==> config.mk <==
export PLATFORM = sky130hd
export DESIGN_NAME = grid_protocol_rx_parser
export DESIGN_NICKNAME = d
export VERILOG_FILES = /design/src/hw/rtl/gprx_pkg.sv /design/src/hw/rtl/grid_protocol_rx_parser.sv /design/src/hw/rtl/gprx_core.sv
export VERILOG_INCLUDE_DIRS = /design/src /design/src/hw/rtl
export SDC_FILE = /design/constraint.sdc
export NUM_CORES = 1
export LEC_CHECK = 0
export BUFFER_PORTS_ARGS = -buffer_cell sky130_fd_sc_hd__buf_2
export CAP_MARGIN = 25
export CORE_MARGIN = 5
export CORE_UTILIZATION = 50
export CTS_BUF_LIST = sky130_fd_sc_hd__clkbuf_2
export CTS_CLUSTER_DIAMETER = 60
export DETAILED_ROUTE_END_ITERATION = 12
export PLACE_DENSITY_LB_ADDON = 0.2
export SLEW_MARGIN = 15
export SYNTH_ARGS = -nofsm -noshare
export SYNTH_HDL_FRONTEND = slang
export SYNTH_SLANG_ARGS = --single-unit
==> constraint.sdc <==
create_clock -name i_clk -period 7.4 [get_ports i_clk]
set_input_delay 1.85 -clock i_clk [delete_from_list [all_inputs] [get_ports i_clk]]
set_output_delay 1.85 -clock i_clk [all_outputs]
set_load 0.01 [all_outputs]
==> src/hw/rtl/assert_macros.svh <==
// ----------------------------------------------------------------------------
// Assertion macros
// Shared concurrent assertion wrappers for the receive parser RTL.
// ----------------------------------------------------------------------------
`ifndef ASSERT_MACROS_SVH
`define ASSERT_MACROS_SVH

// Checked on every rising edge of i_clk outside of reset.
`define ASSERT_CLK(label, prop, msg) \
    label: assert property (@(posedge i_clk) disable iff (!i_rst_n) prop) else $error(msg);

// Checked on every rising edge of i_clk, reset cycles included.
`define ASSERT_ALWAYS(label, prop, msg) \
    label: assert property (@(posedge i_clk) prop) else $error(msg);

`endif

==> src/hw/rtl/gprx_pkg.sv <==
// ----------------------------------------------------------------------------
// gprx_pkg
// Types and codes shared by the grid protocol receive parser modules.
// ----------------------------------------------------------------------------
package gprx_pkg;

    // Kind of event carried by one result beat.
    typedef enum logic [1:0] {
        EV_GRID_KEY  = 2'd0,
        EV_ENC_DELTA = 2'd1,
        EV_ENC_KEY   = 2'd2,
        EV_STATUS    = 2'd3
    } t_event_kind;

    // Header address nibbles.
    localparam logic [3:0] ADR_SYSTEM = 4'h0;
    localparam logic [3:0] ADR_KEY    = 4'h2;
    localparam logic [3:0] ADR_ENC    = 4'h5;
    localparam logic [3:0] ADR_TILT   = 4'h8;

    // System command nibbles.
    localparam logic [3:0] CMD_SYS_QUERY   = 4'h0;
    localparam logic [3:0] CMD_SYS_ID      = 4'h1;
    localparam logic [3:0] CMD_SYS_OFFSET  = 4'h2;
    localparam logic [3:0] CMD_SYS_SIZE    = 4'h3;
    localparam logic [3:0] CMD_SYS_ADDR    = 4'h4;
    localparam logic [3:0] CMD_SYS_VERSION = 4'hF;

    // Key command nibbles.
    localparam logic [3:0] CMD_KEY_UP   = 4'h0;
    localparam logic [3:0] CMD_KEY_DOWN = 4'h1;

    // Encoder command nibbles.
    localparam logic [3:0] CMD_ENC_DELTA    = 4'h0;
    localparam logic [3:0] CMD_ENC_KEY_UP   = 4'h1;
    localparam logic [3:0] CMD_ENC_KEY_DOWN = 4'h2;

    // Tilt command nibbles.
    localparam logic [3:0] CMD_TILT_ACTIVE = 4'h0;
    localparam logic [3:0] CMD_TILT_DATA   = 4'h1;

    // Padding byte skipped between messages.
    localparam logic [7:0] PAD_BYTE = 8'hFF;

    // Subsystem number reported by encoder devices in a query response.
    localparam logic [7:0] SUBSYS_ENC = 8'h05;

    // One result beat.
    typedef struct packed {
        t_event_kind       kind;
        logic [7:0]        pos_or_number;
        logic [7:0]        row_pos;
        logic              pressed;
        logic signed [7:0] turn_delta;
        logic [4:0]        cols_now;
        logic [4:0]        rows_now;
        logic [2:0]        encoders_now;
        logic              arc_mode;
    } t_result;

endpackage

==> src/hw/rtl/grid_protocol_rx_parser.sv <==
// ----------------------------------------------------------------------------
// grid_protocol_rx_parser
// Byte-serial receive parser for a grid and encoder controller link.
// ----------------------------------------------------------------------------
//
//  Channel | Direction | Handshake          | Beat contents
//  --------+-----------+--------------------+---------------------------------
//  input   | in        | i_valid / o_stall  | i_rx_byte, one received byte
//  result  | out       | o_valid / i_stall  | event kind, key/encoder data and
//          |           |                    | the current discovery state
//
// Each byte lands in the input register, from which the framing state and
// decode logic consume it and load any event into the result register, so
// an event passes through both registers after its last byte.
// One byte is taken per cycle for as long as the result side keeps up.
// A beat that produces no event (padding, headers, payload, silent messages)
// still steps the parser but leaves no output beat.
// Reset is synchronous and active low; it returns the parser to idle and
// clears the discovered grid size, encoder count and arc mode.
// When the result register holds a beat that is stalled, the parser waits and
// the input register holds its byte; o_stall rises only when both are full.
//
module grid_protocol_rx_parser #(
    parameter int MAX_COLS     = 16,
    parameter int MAX_ROWS     = 16,
    parameter int MAX_ENCODERS = 4
) (
    input  logic              i_clk,
    input  logic              i_rst_n,

    input  logic              i_valid,
    output logic              o_stall,
    input  logic [7:0]        i_rx_byte,

    output logic              o_valid,
    input  logic              i_stall,
    output logic [1:0]        o_event_kind,
    output logic [7:0]        o_pos_or_number,
    output logic [7:0]        o_row_pos,
    output logic              o_pressed,
    output logic signed [7:0] o_turn_delta,
    output logic [4:0]        o_cols_now,
    output logic [4:0]        o_rows_now,
    output logic [2:0]        o_encoders_now,
    output logic              o_arc_mode
);

`include "assert_macros.svh"

    // Input register.
    logic       r_in_valid;
    logic [7:0] r_in_byte;

    // Result register.
    logic              r_out_valid;
    gprx_pkg::t_result r_out;

    // The parser may step when the result register is empty or being drained.
    logic              w_advance;
    logic              w_fire;
    logic              w_has_result;
    gprx_pkg::t_result w_result;

    assign w_advance = !r_out_valid || !i_stall;
    assign w_fire    = r_in_valid && w_advance;
    assign o_stall   = r_in_valid && !w_advance;

    gprx_core #(
        .MAX_COLS     (MAX_COLS),
        .MAX_ROWS     (MAX_ROWS),
        .MAX_ENCODERS (MAX_ENCODERS)
    ) u_core (
        .i_clk        (i_clk),
        .i_rst_n      (i_rst_n),
        .i_fire       (w_fire),
        .i_byte       (r_in_byte),
        .o_has_result (w_has_result),
        .o_result     (w_result)
    );

    // The input register reloads whenever it is not holding a stalled byte.
    always_ff @(posedge i_clk) begin
        if (!i_rst_n) begin
            r_in_valid <= 1'b0;
        end else if (!o_stall) begin
            r_in_valid <= i_valid;
        end
    end

    always_ff @(posedge i_clk) begin
        if (!o_stall) begin
            r_in_byte <= i_rx_byte;
        end
    end

    // The result register loads only when the step makes an event.
    always_ff @(posedge i_clk) begin
        if (!i_rst_n) begin
            r_out_valid <= 1'b0;
        end else if (w_advance) begin
            r_out_valid <= w_fire && w_has_result;
        end
    end

    always_ff @(posedge i_clk) begin
        if (w_fire && w_has_result) begin
            r_out <= w_result;
        end
    end

    assign o_valid         = r_out_valid;
    assign o_event_kind    = r_out.kind;
    assign o_pos_or_number = r_out.pos_or_number;
    assign o_row_pos       = r_out.row_pos;
    assign o_pressed       = r_out.pressed;
    assign o_turn_delta    = r_out.turn_delta;
    assign o_cols_now      = r_out.cols_now;
    assign o_rows_now      = r_out.rows_now;
    assign o_encoders_now  = r_out.encoders_now;
    assign o_arc_mode      = r_out.arc_mode;

    // A fresh result beat must come from a parser step in the cycle before.
    `ASSERT_CLK(a_result_from_step, (o_valid && !$past(o_valid && i_stall)) |-> $past(w_fire), "result beat without a parser step")
    // A byte waiting in the input register is neither lost nor altered.
    `ASSERT_CLK(a_in_hold, (r_in_valid && !w_advance) |=> (r_in_valid && $stable(r_in_byte)), "held input byte changed")
    // Reset leaves both registers empty.
    `ASSERT_ALWAYS(a_reset_empty, !i_rst_n |=> (!r_in_valid && !r_out_valid), "registers not empty after reset")

endmodule

==> src/hw/rtl/gprx_core.sv <==
// ----------------------------------------------------------------------------
// gprx_core
// Message framing state, payload capture and decode for one byte per cycle while i_fire is high.
// ----------------------------------------------------------------------------
module gprx_core #(
    parameter int MAX_COLS     = 16,
    parameter int MAX_ROWS     = 16,
    parameter int MAX_ENCODERS = 4
) (
    input  logic             i_clk,
    input  logic             i_rst_n,
    input  logic             i_fire,
    input  logic [7:0]       i_byte,
    output logic             o_has_result,
    output gprx_pkg::t_result o_result
);

    localparam logic [7:0] MaxColsB = 8'(MAX_COLS);
    localparam logic [7:0] MaxRowsB = 8'(MAX_ROWS);
    localparam logic [7:0] MaxEncB  = 8'(MAX_ENCODERS);

    // Total message length in bytes, header included.
    function automatic logic [5:0] f_msg_length(input logic [7:0] hdr);
        logic [3:0] adr;
        logic [3:0] cmd;
        logic [5:0] len;
        adr = hdr[7:4];
        cmd = hdr[3:0];
        len = 6'd1;
        case (adr)
            gprx_pkg::ADR_SYSTEM: begin
                case (cmd)
                    gprx_pkg::CMD_SYS_QUERY:   len = 6'd3;
                    gprx_pkg::CMD_SYS_ID:      len = 6'd33;
                    gprx_pkg::CMD_SYS_OFFSET:  len = 6'd4;
                    gprx_pkg::CMD_SYS_SIZE:    len = 6'd3;
                    gprx_pkg::CMD_SYS_ADDR:    len = 6'd3;
                    gprx_pkg::CMD_SYS_VERSION: len = 6'd9;
                    default:                   len = 6'd1;
                endcase
            end
            gprx_pkg::ADR_KEY: begin
                if (cmd == gprx_pkg::CMD_KEY_UP || cmd == gprx_pkg::CMD_KEY_DOWN) begin
                    len = 6'd3;
                end
            end
            gprx_pkg::ADR_ENC: begin
                if (cmd == gprx_pkg::CMD_ENC_DELTA) begin
                    len = 6'd3;
                end else if (cmd == gprx_pkg::CMD_ENC_KEY_UP ||
                             cmd == gprx_pkg::CMD_ENC_KEY_DOWN) begin
                    len = 6'd2;
                end
            end
            gprx_pkg::ADR_TILT: begin
                if (cmd == gprx_pkg::CMD_TILT_ACTIVE) begin
                    len = 6'd2;
                end else if (cmd == gprx_pkg::CMD_TILT_DATA) begin
                    len = 6'd8;
                end
            end
            default: len = 6'd1;
        endcase
        return len;
    endfunction

    logic [7:0] r_header, n_header;
    logic [5:0] r_needed, n_needed;
    logic [5:0] r_seen,   n_seen;
    logic [7:0] r_p1,     n_p1;
    logic [7:0] r_p2,     n_p2;
    logic [4:0] r_cols,   n_cols;
    logic [4:0] r_rows,   n_rows;
    logic [2:0] r_enc,    n_enc;
    logic       r_arc,    n_arc;

    logic [5:0] w_len;
    logic [5:0] w_seen_inc;
    logic [3:0] w_adr;
    logic [3:0] w_cmd;
    logic [7:0] w_enc_cnt;
    gprx_pkg::t_event_kind w_kind;
    logic [7:0] w_pos;
    logic [7:0] w_row;
    logic       w_pressed;
    logic [7:0] w_delta;

    assign w_len      = f_msg_length(i_byte);
    assign w_seen_inc = r_seen + 6'd1;
    assign w_adr      = r_header[7:4];
    assign w_cmd      = r_header[3:0];
    assign w_enc_cnt  = (n_p2 > MaxEncB) ? MaxEncB : n_p2;

    always_comb begin
        n_header     = r_header;
        n_needed     = r_needed;
        n_seen       = r_seen;
        n_p1         = r_p1;
        n_p2         = r_p2;
        n_cols       = r_cols;
        n_rows       = r_rows;
        n_enc        = r_enc;
        n_arc        = r_arc;
        o_has_result = 1'b0;
        w_kind       = gprx_pkg::EV_STATUS;
        w_pos        = 8'd0;
        w_row        = 8'd0;
        w_pressed    = 1'b0;
        w_delta      = 8'd0;

        if (i_fire) begin
            if (r_needed == 6'd0) begin
                // Between messages: padding is dropped, anything else opens a message.
                if (i_byte != gprx_pkg::PAD_BYTE) begin
                    n_header = i_byte;
                    if (w_len <= 6'd1) begin
                        n_seen = 6'd0;
                    end else begin
                        n_needed = w_len;
                        n_seen   = 6'd1;
                    end
                end
            end else begin
                if (r_seen == 6'd1) begin
                    n_p1 = i_byte;
                end else if (r_seen == 6'd2) begin
                    n_p2 = i_byte;
                end
                n_seen = w_seen_inc;

                if (w_seen_inc >= r_needed) begin
                    n_needed = 6'd0;
                    n_seen   = 6'd0;
                    case (w_adr)
                        gprx_pkg::ADR_SYSTEM: begin
                            if (w_cmd == gprx_pkg::CMD_SYS_SIZE) begin
                                if (n_p1 != 8'd0 && n_p1 <= MaxColsB) begin
                                    n_cols = n_p1[4:0];
                                end
                                if (n_p2 != 8'd0 && n_p2 <= MaxRowsB) begin
                                    n_rows = n_p2[4:0];
                                end
                                o_has_result = 1'b1;
                            end else if (w_cmd == gprx_pkg::CMD_SYS_QUERY) begin
                                if (n_p1 == gprx_pkg::SUBSYS_ENC) begin
                                    n_enc = w_enc_cnt[2:0];
                                    if (w_enc_cnt != 8'd0) begin
                                        n_arc = 1'b1;
                                    end
                                end
                                o_has_result = 1'b1;
                            end
                        end
                        gprx_pkg::ADR_KEY: begin
                            if (w_cmd == gprx_pkg::CMD_KEY_UP ||
                                w_cmd == gprx_pkg::CMD_KEY_DOWN) begin
                                o_has_result = 1'b1;
                                w_pos        = n_p1;
                                w_pressed    = (w_cmd == gprx_pkg::CMD_KEY_DOWN);
                                if (r_arc) begin
                                    w_kind = gprx_pkg::EV_ENC_KEY;
                                end else begin
                                    w_kind = gprx_pkg::EV_GRID_KEY;
                                    w_row  = n_p2;
                                end
                            end
                        end
                        gprx_pkg::ADR_ENC: begin
                            w_pos = n_p1;
                            if (w_cmd == gprx_pkg::CMD_ENC_DELTA) begin
                                o_has_result = 1'b1;
                                w_kind       = gprx_pkg::EV_ENC_DELTA;
                                w_delta      = n_p2;
                            end else if (w_cmd == gprx_pkg::CMD_ENC_KEY_UP) begin
                                o_has_result = 1'b1;
                                w_kind       = gprx_pkg::EV_ENC_KEY;
                            end else if (w_cmd == gprx_pkg::CMD_ENC_KEY_DOWN) begin
                                o_has_result = 1'b1;
                                w_kind       = gprx_pkg::EV_ENC_KEY;
                                w_pressed    = 1'b1;
                            end
                        end
                        default: begin
                            o_has_result = 1'b0;
                        end
                    endcase
                end
            end
        end
    end

    // The discovery fields show the state as it stands after this byte.
    always_comb begin
        o_result.kind          = w_kind;
        o_result.pos_or_number = w_pos;
        o_result.row_pos       = w_row;
        o_result.pressed       = w_pressed;
        o_result.turn_delta    = $signed(w_delta);
        o_result.cols_now      = n_cols;
        o_result.rows_now      = n_rows;
        o_result.encoders_now  = n_enc;
        o_result.arc_mode      = n_arc;
    end

    always_ff @(posedge i_clk) begin
        if (!i_rst_n) begin
            r_header <= 8'd0;
            r_needed <= 6'd0;
            r_seen   <= 6'd0;
            r_p1     <= 8'd0;
            r_p2     <= 8'd0;
            r_cols   <= 5'd0;
            r_rows   <= 5'd0;
            r_enc    <= 3'd0;
            r_arc    <= 1'b0;
        end else begin
            r_header <= n_header;
            r_needed <= n_needed;
            r_seen   <= n_seen;
            r_p1     <= n_p1;
            r_p2     <= n_p2;
            r_cols   <= n_cols;
            r_rows   <= n_rows;
            r_enc    <= n_enc;
            r_arc    <= n_arc;
        end
    end

endmodule

Yosys cells after proc, flatten, opt, wreduce, memory -nomap -nowiden
Index checks and enable logic that the tools add are counted.
{ "classes": {"n_addsub": 1, "magnitude_cmp": 5, "eq_ne": 19, "muxes": 74, "n_bitwise": 7, "reduce_logical": 29} }
{ "ops": {"columns": ["op", "count"], "rows": [
  ["2-to-1 mux 8 bit", 11],
  ["2-to-1 mux 5 bit", 12],
  ["2-to-1 mux 6 bit", 9],
  ["one-hot mux 6 bit (4 select lines)", 2],
  ["== test 4 x 2 -> 1 bit (second input constant)", 6],
  ["nonzero test 8 bit", 3],
  ["2-to-1 mux 1 bit", 22],
  ["2-to-1 mux 3 bit", 7],
  ["<= comparator 8 x 5 -> 1 bit (second input constant)", 2],
  ["logical NOT 4 bit", 4],
  ["one-hot mux 8 bit (2 select lines)", 1],
  ["== test 4 x 3 -> 1 bit (second input constant)", 3],
  ["2-to-1 mux 2 bit", 6],
  ["== test 4 x 1 -> 1 bit (second input constant)", 2],
  ["== test 4 bit (second input constant)", 2],
  ["== test 8 x 3 -> 1 bit (second input constant)", 1],
  ["> comparator 8 x 3 -> 1 bit (second input constant)", 1],
  ["!= test 8 bit (second input constant)", 1],
  ["NOT 1 bit", 7],
  ["adder 6 x 1 -> 6 bit (second input constant)", 1],
  ["== test 6 x 1 -> 1 bit (second input constant)", 1],
  ["== test 6 x 2 -> 1 bit (second input constant)", 1],
  ["greater-or-equal comparator 6 bit", 1],
  ["<= comparator 6 x 1 -> 1 bit (second input constant)", 1],
  ["other kinds (16)", 28]
]} }
{ "totals": {"register_bits": 101, "input_bits": 12, "word_cells": 156} }

Depth between registers and ports, before layout
{ "logic_depth": {"ltp_word": 18, "mapped_depth": 11, "depth_no_buf": 8} }

Cells and area by module
From an unflattened synthesis, not the netlist that was laid out.
{ "hier_totals": {"cells_unflattened": 494, "hier_area_um2": 5063.6} }
{ "modules_own_cells": {"columns": ["module", "instances", "cells_per_inst", "area_each_um2"], "rows": [
  ["gprx_core", 1, 435, 3504.6],
  ["grid_protocol_rx_parser", 1, 59, 1559.0]
]} }

Worst setup path after synthesis
OpenSTA, ideal clock, no wires.
{ "synth_timing": {"kind": "in2reg", "from": "input i_stall", "to": "register r_out, in the netlist o_arc_mode, enable pin", "setup_ns": 0.504, "arrival_ns": 5.550, "required_ns": 6.896, "path_slack_ns": 1.346, "path_stages": 3, "n_path_buf": 0, "cell_sequence": "a21boi_0 > o211ai_1 > a211oi_1"} }
{ "synth_between": {"elab_chain_len": 5} }
{ "synth_rtl": {"columns": ["element", "line_no", "source"], "rows": [
  ["start, declared", "grid_protocol_rx_parser.sv:36", "input logic i_stall,"],
  ["logical NOT 1 bit (*)", "grid_protocol_rx_parser.sv:64", "assign w_advance = !r_out_valid || !i_stall;"],
  ["logical OR 1 bit (*)", "grid_protocol_rx_parser.sv:64", null],
  ["logical AND 1 bit (*)", "grid_protocol_rx_parser.sv:65", "assign w_fire = r_in_valid && w_advance;"],
  ["2-to-1 mux 1 bit", "gprx_core.sv:111", "if (i_fire) begin"],
  ["logical AND 1 bit (*)", "grid_protocol_rx_parser.sv:106", "if (w_fire && w_has_result) begin"],
  ["end signal, assigned", "grid_protocol_rx_parser.sv:107", "r_out <= w_result;"],
  ["end, declared", "grid_protocol_rx_parser.sv:56", "gprx_pkg::t_result r_out;"]
]} }
Mark *: on every way between the ends. The rest lies on a longest branch, timed or not.
A chain may end at the register's enable or synchronous reset.

Worst setup path after layout
{ "layout_timing": {"from": "input i_stall", "to": "output o_stall"} }
{ "layout_between": {"elab_chain_len": 4} }
{ "layout_rtl": {"columns": ["element", "line_no", "source"], "rows": [
  ["logical NOT 1 bit", "grid_protocol_rx_parser.sv:64", null],
  ["logical OR 1 bit", "grid_protocol_rx_parser.sv:64", null],
  ["logical NOT 1 bit", "grid_protocol_rx_parser.sv:66", "assign o_stall = r_in_valid && !w_advance;"],
  ["logical AND 1 bit", "grid_protocol_rx_parser.sv:66", null],
  ["end, declared", "grid_protocol_rx_parser.sv:32", "output logic o_stall,"]
]} }
No other way between the ends.

==> metrics.md <==
| Metric | Value |
|---|---|
| Tightest Pin Transition | 0.828 ns |
| Critical path's slowest cell | nand2_1 |
| Fillers | 904 |
| Hold Buf Count CTS | 0 |
| DR vias | 3889 |
| Max-slew violation count | 0 |
| Antenna-violating nets left | 0 |
| Largest net degree at the start of global routing | 48 |
| Hold_ws | 0.480 ns |
| Die W | 110 µm |
| GRT Resource Usage Total | 0.192 |
| Port bufs | 54 |
| Postcts setup bufs | 0 |
| CP arrival | 2.62 ns |
| Hold/Removal Path Class | flip-flop to flip-flop |
| Avg Cell Area, Syn | 10.1 µm² |
| Syn Std Cell Area | 0.00502 mm² |
| # setup viols final | 0 |
| Num CTS Buffers | 9 |
| DR WL/cell | 16.2 µm |
| Syn nets | 515 |
| Seq pwr share | 0.624 |
| Pre-antenna DRT Iters | 5 |
| Crit-path most repeated cell | buf_2 |
| Startpoint Class | input pin |
| Relative slew slack | 0.444 |
| Pint | 720 µW |
| Sequential share of the synthesized area | 0.497 |
| Initial antenna violation count | 1 |
| Vias in the first global route | 3770 |
| Async SR Flop Fraction | 0 |
| Final wirelength | 10900 µm |
| Share of post-route cells with drive strength above 1 | 0.184 |
| Total clock sinks | 100 |
| GPL Wtd Cong | 0.869 |
| Crit path max-delay family | simple AND/OR/NAND/NOR gates |
| Fin. Hold Viols | 0 |
| Clock share of power | 0.324 |
| Final worst path period share | 0.604 |
| Num ports | 55 |
| P per Cell Area | 174 mW/mm² |
| CP Data Required Time | 5.55 ns |
| Setup TNS | 0 ns |
| Commonest cells after routing, fill and taps aside | nor2_1 (60), buf_2 (54), dfxtp_1 (51) |
| Main synth FF type | dfxtp_1 |
| DP HPWL | 7440 µm |
| Ys Warns | 0 |
| Leading area contributor after synthesis | edfxtp_1 |
| Area of the multi-input gates | 0.00232 mm² |
| Post-layout min period | 4.47 ns |
| Mapped Cells | 495 |
| Root Buffer | clkbuf_2 |
| Rows | 36 |
| Combinational Power Share | 0.052 |
| Leakage | 0.00216 µW |
| Most common cell after layout, fill and taps aside | nor2_1 |
| Peak VDD IR | 134 µV |
| CP endpoint kind | output port |
| Area grow syn2layout | 9.95% |
| NetSw | 241 µW |
| FF+latch area | 0.00249 mm² |
| Critical setup path kind | input pin to output port |
| CTS resizes | 0 |
| Gr ovfl total | 0 |
| Fmax | 224 MHz |
| Clock-pin slew on the worst setup and hold paths | 0.28 ns |
| Clk_skew | 0.0397 ns |
| Switch share | 0.251 |
| Synth top area share | 0.293 |
| Via/cell ratio | 5.78 |
| TritonCTS clock tree | built |
| Unrepaired setup endpoints after global routing | no |
| Number of synthesized flops with an enable pin | 49 |
| CP max FO | 9 |
| Largest cells by area after synthesis | edfxtp_1 (29%), dfxtp_1 (20%), mux2i_1 (6.4%) |
| Status | finished, final reports clean |
| Place WS | 2.91 ns |
| Htree depth | 3 |
| CP Buf/Inv Count | 3 |
| Clock latency at the later pin of the worst-skew pair | 0.57 ns |
| Die Area | 0.0121 mm² |
| Initial drt markers | 239 |
| Fin nets | 554 |
| Die Y | 110 µm |
| Starting Density | 0.513 |
| CTS max path bufs | 2 |
| Slowest stage delay, CP | 0.25 ns |
| DRC viols | 0 |
| First-pass GRT wire length | 18100 µm |
| Core footprint | 0.00977 mm² |
| PnR worst setup slack | 2.93 ns |
| Crit path cell chain | buf_2, and2_1, nand2_1, inv_1, buf_2 |
| Synth cell types | 72 |
| Seq cells post-synth | 100 |
| Number of max-cap violations | 0 |
==> per-stage QoR <==
step | utilization | instances | cell area (µm²) | total power (µW)
floorplan | - | 495 | 5020 | 642
global placement | 0.549 | 656 | 5360 | 658
finish | 0.564 | 673 | 5520 | 960
global route | 0.564 | 673 | 5520 | 1000
CTS | 0.564 | 672 | 5510 | 965
detailed placement | 0.549 | 656 | 5360 | 659
==> kinds of logic (layout without fill, tap and decap cells) <==
group	after synthesis	count (layout)	share of synthesized area
AO/OA/AOI/OAI	109	109	0.168
XOR/XNOR	5	5	0.00873
adder cells (fa/ha/maj)	8	8	0.0200
buffers and inverters	52	96	0.0432
flip-flops	100	100	0.497
multiplexers	36	36	0.0728
other	0	1	0
AND/OR/NAND/NOR	185	185	0.190
==> power groups by stage <==
stage	Combinational [µW]	Clock, µW	Sequential [µW]
4_1_cts	49.6	316	599
3_3_place_gp	48.8	0	609
2_1_floorplan	43.7	0	598
5_1_grt	55.0	345	601
6_report	49.7	311	599
3_5_place_dp	49.4	0	610
==> cell usage after synthesis (3+ instances only) <==
library cell  instances
a211oi_1              8
a21oi_1              23
a22oi_1               5
a31oi_1               4
a32oi_1               3
a41o_1                3
and2_1                7
buf_2                 4
clkbuf_1             22
dfxtp_1              51
edfxtp_1             49
ha_1                  8
inv_1                22
mux2_2                4
mux2i_1              32
nand2_1              30
nand2b_1              8
nand3_1              18
nand4_1               7
nor2_1               60
nor3_1               14
nor4_1                8
o2111a_1              5
o211a_1               4
o211ai_1              7
o21a_1                6
o21ai_0              12
o21ai_2               3
or3_1                 4
or4_1                 5
xor2_1                3
==> final cells by class <==
cell class                      count  share of cell area
Antenna cell                        1            0.000454
Sequential cell                   100               0.452
Timing Repair Buffer               58              0.0544
Multi-Input combinational cell    343               0.421
Clock inverter                      7              0.0193
Tap cell                          133              0.0302
Inverter                           22              0.0150
Clock buffer                        9             0.00817
==> flip-flops by register name, indices dropped and copies added (netlist names), 2 cells and up <==
name             count
o_row_pos            8
o_turn_delta         8
u_core.r_header      8
u_core.r_p1          8
u_core.r_enc         3
o_rows_now           5
r_in_byte            8
u_core.r_cols        5
u_core.r_p2          8
u_core.r_needed      5
o_event_kind         2
o_cols_now           5
u_core.r_rows        5
o_pos_or_number      8
u_core.r_seen        6
o_encoders_now       3
==> worst min-delay path, delay by kind of cell (launching register included) <==
kind / cells / cell delay (ns)
flops: 1 / 0.37
buf+inv: 1 / 0.06
compound gates: 1 / 0.06
==> path summary, 6_finish.rpt <==
check             slack [ns]  cells past startpoint                     startpoint                           to
setup / recovery        2.93                      5                        i_stall                      o_stall
hold / removal          0.48                      2    u_core.r_rows[3]$_SDFF_PN0_  u_core.r_rows[3]$_SDFF_PN0_
hold reg to reg         0.48                      2    u_core.r_rows[3]$_SDFF_PN0_  u_core.r_rows[3]$_SDFF_PN0_
setup reg to reg        4.03                      8  u_core.r_seen[2]$_SDFFE_PN0P_      o_rows_now[4]$_DFFE_PP_
==> per-layer routing <==
metal	GRT usage	wire length (µm)	share of wire	vias to the layer above
li1	-	-	-	1913
met1	0.247	4790	0.44	1819
met2	0.323	5140	0.47	143
met3	0.0384	769	0.071	14
met4	0.0642	193	0.018	0
met5	0	0	0	-
Power figures use the tool's default switching activity.
